## src/rtl/ctf_pkg.sv

```systemverilog
`default_nettype none
package ctf_pkg;

    localparam int CordicSteps = 16;
    localparam int StepsRun = (CordicSteps < 24) ? CordicSteps : 24;
    localparam int StepW = 5;

    localparam logic signed [23:0] SatMax = 24'sh7FFFFF;
    localparam logic signed [23:0] SatMin = -24'sh800000;
    localparam logic [22:0] KRate = 23'd4685083;
    localparam logic signed [26:0] HalfPi24 = 27'sd26353589;

    // Configuration register indexes.
    localparam logic [2:0] RegGyroOff = 3'd0;
    localparam logic [2:0] RegAyOff   = 3'd1;
    localparam logic [2:0] RegAzOff   = 3'd2;
    localparam logic [2:0] RegStep    = 3'd3;
    localparam logic [2:0] RegHpGain  = 3'd4;
    localparam logic [2:0] RegLpGain  = 3'd5;

    // One classified sample as it waits in the queue.
    // The CORDIC vector carries headroom for the CORDIC gain on a full-scale input.
    typedef struct packed {
        logic signed [16:0] rate;
        logic signed [34:0] cx;
        logic signed [34:0] cy;
        logic signed [26:0] acc0;
        logic               zero;
    } t_job;

    typedef enum logic [3:0] {
        ST_IDLE, ST_M1, ST_M2, ST_INT, ST_HP, ST_CORDIC,
        ST_LP1, ST_LP2, ST_LP3, ST_OUT
    } t_state;

    function automatic logic signed [23:0] sat24(input logic signed [47:0] v);
        if (v > 48'sd8388607) return SatMax;
        if (v < -48'sd8388608) return SatMin;
        return v[23:0];
    endfunction

    function automatic logic [26:0] atan_entry(input logic [StepW-1:0] i);
        case (i)
            5'd0: return 27'd13176795;
            5'd1: return 27'd7778716;
            5'd2: return 27'd4110060;
            5'd3: return 27'd2086331;
            5'd4: return 27'd1047214;
            5'd5: return 27'd524117;
            5'd6: return 27'd262123;
            5'd7: return 27'd131069;
            default: return 27'd1 << (5'd24 - i);
        endcase
    endfunction

endpackage
`default_nettype wire

```

## src/rtl/ctf_front.sv

```systemverilog
`default_nettype none
module ctf_front import ctf_pkg::*; (
    input  wire logic               i_clk,
    input  wire logic               i_rst_n,
    input  wire logic               i_valid,
    output logic                    o_ready,
    input  wire logic signed [15:0] i_gyro_rate,
    input  wire logic signed [15:0] i_accel_y,
    input  wire logic signed [15:0] i_accel_z,
    input  wire logic signed [15:0] i_gyro_off,
    input  wire logic signed [15:0] i_ay_off,
    input  wire logic signed [15:0] i_az_off,
    output logic                    o_job_valid,
    input  wire logic               i_job_ready,
    output t_job                    o_job
);
    // Two-entry queue between front and back.
    t_job r_q [2];
    logic [1:0] r_cnt, n_cnt;
    logic r_wp, r_rp;
    t_job w_job;
    logic signed [16:0] w_ay, w_az, w_y;
    logic w_push, w_pop;

    // Offset removal and quadrant fold ahead of the CORDIC.
    always_comb begin
        w_ay = 17'(i_accel_y) - 17'(i_ay_off);
        w_az = 17'(i_accel_z) - 17'(i_az_off);
        w_y  = -w_az;
        w_job.rate = 17'(i_gyro_rate) - 17'(i_gyro_off);
        w_job.zero = (w_ay == 17'sd0) && (w_az == 17'sd0);
        w_job.cx = 35'(w_ay) <<< 16;
        w_job.cy = 35'(w_y) <<< 16;
        w_job.acc0 = '0;
        if (w_ay < 0) begin
            if (w_y >= 0) begin
                w_job.cx = 35'(w_y) <<< 16;
                w_job.cy = -(35'(w_ay) <<< 16);
                w_job.acc0 = HalfPi24;
            end else begin
                w_job.cx = -(35'(w_y) <<< 16);
                w_job.cy = 35'(w_ay) <<< 16;
                w_job.acc0 = -HalfPi24;
            end
        end
    end

    assign o_ready = (r_cnt != 2'd2);
    assign o_job_valid = (r_cnt != 2'd0);
    assign o_job = r_q[r_rp];
    assign w_push = i_valid && o_ready;
    assign w_pop = o_job_valid && i_job_ready;
    assign n_cnt = r_cnt + 2'(w_push) - 2'(w_pop);

    // Queue pointers and count.
    always_ff @(posedge i_clk) begin
        if (!i_rst_n) begin
            r_cnt <= '0;
            r_wp <= 1'b0;
            r_rp <= 1'b0;
        end else begin
            r_cnt <= n_cnt;
            if (w_push) r_wp <= ~r_wp;
            if (w_pop) r_rp <= ~r_rp;
        end
    end

    // Queue storage.
    always_ff @(posedge i_clk) begin
        if (w_push) r_q[r_wp] <= w_job;
    end
endmodule
`default_nettype wire

```

## config.mk

```make
export PLATFORM = sky130hd
export DESIGN_NAME = ctf_front
export DESIGN_NICKNAME = d
export VERILOG_FILES = /design/src/rtl/ctf_pkg.sv /design/src/rtl/ctf_front.sv
export SDC_FILE = /design/constraint.sdc
export NUM_CORES = 1
export LEC_CHECK = 0
export ABC_AREA = 1
export BUFFER_PORTS_ARGS = -buffer_cell sky130_fd_sc_hd__buf_2
export CORE_MARGIN = 4
export CORE_UTILIZATION = 40
export CTS_CLUSTER_SIZE = 24
export DETAILED_ROUTE_END_ITERATION = 16
export GPL_TIMING_DRIVEN = 0
export HOLD_SLACK_MARGIN = 0.06
export PLACE_DENSITY_LB_ADDON = 0.05
export REMOVE_ABC_BUFFERS = 1
export SYNTH_ARGS = -nofsm -noshare
export SYNTH_HDL_FRONTEND = slang
export SYNTH_SLANG_ARGS = --single-unit
export TNS_END_PERCENT = 100
```

## constraint.sdc

```tcl
create_clock -name i_clk -period 3.5 [get_ports i_clk]
set_input_delay 0.35 -clock i_clk [delete_from_list [all_inputs] [get_ports i_clk]]
set_output_delay 0.35 -clock i_clk [all_outputs]
set_load 0.02 [all_outputs]
```

# Word-level counts from Yosys, hierarchy flattened
# Memory sizes are Yosys's and may differ from the RTL's. A register that Yosys moved wholly into a read port is not among the register bits.
# Cells that the tools add are included.
# totals
register_bits	4
mem_bits_rw	230
out_inout_bits	117
memories	1
elab_cells	29
input_bits	100
# op_classes
bitwise	2
add_sub_neg	8
reduce_logical	6
n_eq_ne	1
n_mux	6
order_cmp	2
# mem_list
name	words	width	rd	rd_ports_with_merged_regs	write_ports	line	text
r_q	2	115	1	1	1	ctf_front.sv:18	t_job r_q [2];
# ops
cell	n
2-to-1 mux 97 bit	2
negation 33 -> 35 bit	2
subtractor 16 x 16 -> 17 bit	3
logical NOT 17 bit	2
greater-or-equal comparator 17 x 1 -> 1 bit, second input constant	1
less-than comparator 17 x 1 -> 1 bit, second input constant	1
negation 17 bit	1
2-to-1 mux 1 bit	4
logical AND 1 bit	3
adder 2 x 1 -> 2 bit	1
inequality test 2 bit, second input constant	1
inverter 1 bit	2
nonzero test 2 bit	1
subtractor 2 x 1 -> 2 bit	1

# Logic depth before layout (Yosys ltp)
# logic_depth
ltp_word	5
mapped_depth	23
ltp_nobuf	23

# Worst setup path before layout
# No wires, ideal clock.
# synth_path
path_kind	flip-flop to flip-flop
startpoint	reg r_cnt[0]
endpoint	mem r_q[0][0] (netlist bit) (enable)
n_path_buf	0
t_arrival_ns	3.170
stages_incl_launch_ff	5
path_slack_ns	-0.147
setup_ns	0.476
synth_period_minus_slack_ns	3.647
required_ns	3.024
path_cell_list	dfxtp_1 inv_1 nand2_1 nand2_1 nor2_1
# synth_between
elab_chain_cells	4
# synth_lines
item	line	text
start, declared	ctf_front.sv:19	logic [1:0] r_cnt, n_cnt;
start signal, assigned	ctf_front.sv:62	r_cnt <= n_cnt;
inequality test 2 bit	ctf_front.sv:48	assign o_ready = (r_cnt != 2'd2);
via o_ready	ctf_front.sv:6	output logic o_ready,
logical AND 1 bit	ctf_front.sv:51	assign w_push = i_valid && o_ready;
2-to-1 mux 1 bit	ctf_front.sv:70	if (w_push) r_q[r_wp] <= w_job;
2-to-1 mux 1 bit (implied by the code)	ctf_front.sv:70	
end, declared	ctf_front.sv:18	
# The timed path passes the listed nets, and every way through them passes these cells.

==> results by group <==
Status
  – Status: finished, final reports clean

Global routing
  – GRT Total Usage: 16.12%
  – Antenna violations before repair: 0
  – First-pass GRT wire length: 34000 um
  – Vias in the first global route: 6929
  – Grt ovf: 0
  – Pin count of the biggest net entering global routing: 60

Clock network
  – Post-CTS Hold Buffers: 0
  – Worst-skew pair later-pin latency: 0.40 ns
  – CTS root buf: clkbuf_16
  – CTS tree: yes
  – Total CTS buffers: 17
  – CTS Sinks: 123
  – H-tree depth: 4
  – Clock transition at path regs: 0.05 ns
  – Longest Clk Path Bufs: 2

Setup path
  – R2R Setup Slk: 1.73 ns
  – Slowest stage cell, crit path: fa_2
  – CP bufs+invs: 4
  – Largest stage delay, worst path: 0.56 ns
  – CP Capture Type: register
  – FF-to-FF End: r_q[0][58]
  – Worst EP required: 3.60 ns
  – Reg2reg path depth: 6
  – CP Class: input pin to register
  – CP max FO: 13
  – Critical Path AT: 3.43 ns
  – Worst path cell trace: buf_2, inv_1, ha_1, fa_2, ha_1, nand2_1, inv_1, nand2_1, nor2_2, nand3_2, nor2_4, nand3_2, nor4_4, ha_4, buf_6, nor2_1, nand2_1, nand3_1, o21ai_0
  – RR Startpoint: r_cnt[0]
  – Most frequent CP cell: nand2_1
  – Critical Path Start Type: input pin
  – Worst path top cell family by delay: simple AND/OR/NAND/NOR gates

STA
  – Period minus WS final: 3.328 ns
  – Max Transition Viols Final: 0
  – Final Hold Viols: 0
  – Fmax: 300.5 MHz
  – Final Cycle Share: 95.08%
  – Hold WS: 0.1736 ns
  – Slew headroom: 43.64%
  – RSZ-0062 raised after global routing: yes
  – Setup violations, final: 0
  – Slew @ Worst Pin: 0.8455 ns
  – Final Skew: 0.005586 ns

Placed design
  – Placed Area: 0.01023 mm^2
  – Post-DP HPWL: 16220 um
  – Routability-driven placement congestion ratio: 0.8059
  – Input/output buffers: 184

Yosys
  – Post-synth EDFFs: 118
  – FF+latch count, synth: 123
  – Ranking of synthesized cells by area: edfxtp_1 (38%), nand2_1 (9.5%), ha_1 (7.3%), mux2_2 (7.2%), inv_1 (6.4%)
  – Yosys cell types: 54
  – Syn. warnings: 0
  – Synth Flop Type: edfxtp_1
  – Synth async-reset ratio: 0%
  – Sequential area share after synthesis: 39.46%
  – Mapped Area: 0.009233 mm^2
  – Leading area contributor after synthesis: edfxtp_1
  – Syn avg cell area: 8.702 um^2
  – Mapped Cells: 1061
  – Synth top area share: 38.38%

Detailed routing
  – Pre-Repair DR Iteration Count: 4
  – Final wirelength: 20760 um
  – Routed vias/inst: 4.644
  – Vias: 7114
  – # DRC: 0
  – WL/cell: 13.55 um
  – Final ANT Viol Nets: 0
  – Starting DRT DRC Count: 237

Cells and area
  – Antenna cells: 0
  – Final instance area: 0.01090 mm^2
  – Fin nets: 1391
  – Area grow syn2layout: 18.05%
  – Fin util: 48.14%
  – Filler cells: 2247
  – Share of cells above drive strength 1: 28.71%

Hold path
  – Min-delay src: i_rst_n
  – Hold path endpoint: r_cnt[0]
  – Type of the tightest min-delay check: input pin to register
  – Min-Delay Path Depth: 3

Power
  – Leak: 0.005228 uW
  – Pwr dens: 578.6 mW/mm^2
  – VDD IR-drop max: 0.3162 mV

Floorplanning
  – # rows: 55
  – Die width: 159.9 um
  – Die area: 0.02558 mm^2
  – Placeable Area: 0.02264 mm^2
  – Initial Util: 40.78%
  – IO Count: 217
  – Die height: 159.9 um

Job
  – Max-Cap Viols: 0
==> registers in the layout, indices dropped and copies added, names as in the netlist, named ones only <==
register and count:
r_rp 1, r_wp 1, r_q 118, r_cnt 2
==> area by class of cell <==
cell class                 count  area, um^2  share of cell area, %
clock inverter                13       127.6                  1.171
sequential                   123        3647                  33.46
multi-input combinational    732        4649                  42.66
timing repair inverter         1       7.507                0.06888
inverter                     165       628.1                  5.763
timing repair buffer         194        1050                  9.632
clock buffer                  19       432.9                  3.972
tap                          285       356.6                  3.272
==> placed cells by master, fill, tap and decap left out, types with 5 or more instances in the layout <==
cell type	instances
buf_2	184
nand3b_1	6
ha_1	53
nor3_1	7
nand2_2	24
o21ai_1	9
nand2_1	232
o21ai_0	38
nand3_2	8
a21oi_1	36
inv_2	7
xor2_1	32
clkbuf_16	17
xnor2_1	9
conb_1	36
inv_1	156
mux2_2	59
edfxtp_1	118
nor2_2	6
buf_4	5
nand3_1	59
clkinvlp_4	5
nor2_1	45
nand4_1	17
nand2_4	6
==> worst max path at each step <==
stage	slack [ns]	to	cells after the start	startpoint
floorplan	-0.36	r_q[0][86]	17	i_accel_z[0]
global placement	-1.77	r_q[0][57]	4	r_cnt[0]
detailed placement	-1.49	r_q[0][90]	21	i_accel_z[0]
CTS	0.02	r_q[0][90]	21	i_accel_z[0]
global route	-0.05	r_q[1][47]	18	i_accel_z[0]
finish	0.17	r_q[1][46]	19	i_accel_z[0]
==> tightest hold or removal path, cell delays in order <==
cell and delay, ns:
buf_2 0.11, nand2_1 0.05, inv_1 0.04
==> metrics by stage <==
step                      setup slack (ns)  std cells  setup TNS, ns  total power (uW)
after detailed placement            -1.486       1493         -76.28              4707
after global placement              -1.766       1489        -283.54              4699
after floorplan                    -0.3625       1020         -26.20              3900
final                               0.1724       1532              0              6306
after global routing              -0.04703       1532        -0.3974              6715
after CTS                          0.01942       1526              0              6371
==> per-layer routing <==
metal,GRT usage [%],share of wire [%],vias up
met4,3.637,0.84,0
li1,-,-,3769
met3,2.735,4.2,14
met5,0,0,-
met2,28.03,47,157
met1,21.10,48,3174
==> Yosys cell counts, drive strengths merged, types with 3 or more instances <==
cell and number:
clkbuf 9, nand3b 6, edfxtp 118, fa 3
xnor2 11, dfxtp 5, xor2 32, nor3 9
o21ai 48, a21oi 40, nor4 4, nand3 69
a21o 3, buf 67, nor2 57, nand2 262
mux2 59, ha 54, inv 164, o21bai 4
a31oi 4, nand4 18
==> what timing repair did <==
item | CTS | global route
pin swaps | 0 | 3
gates resized for setup | 9 | 8
setup endpoints to repair | 70 | 41
gates cloned | 1 | 0
setup buffers | 0 | 6
==> power by group <==
part           internal [uW]  switching [uW]  total [uW]
logic                    914            1620        2530
clock network           1040             594        1630
registers               2010             136        2150
total                   3960            2350        6310
==> cell families after synthesis <==
family                   synth area share (%)
AO/OA/AOI/OAI                           6.586
AND/OR/NAND/NOR                         22.01
other                                 0.04062
multiplexers                            7.305
buffers and inverters                   12.26
XOR/XNOR                                4.364
adder cells (fa/ha/maj)                 7.969
flip-flops                              39.46
(Power assumes the default switching activity.)
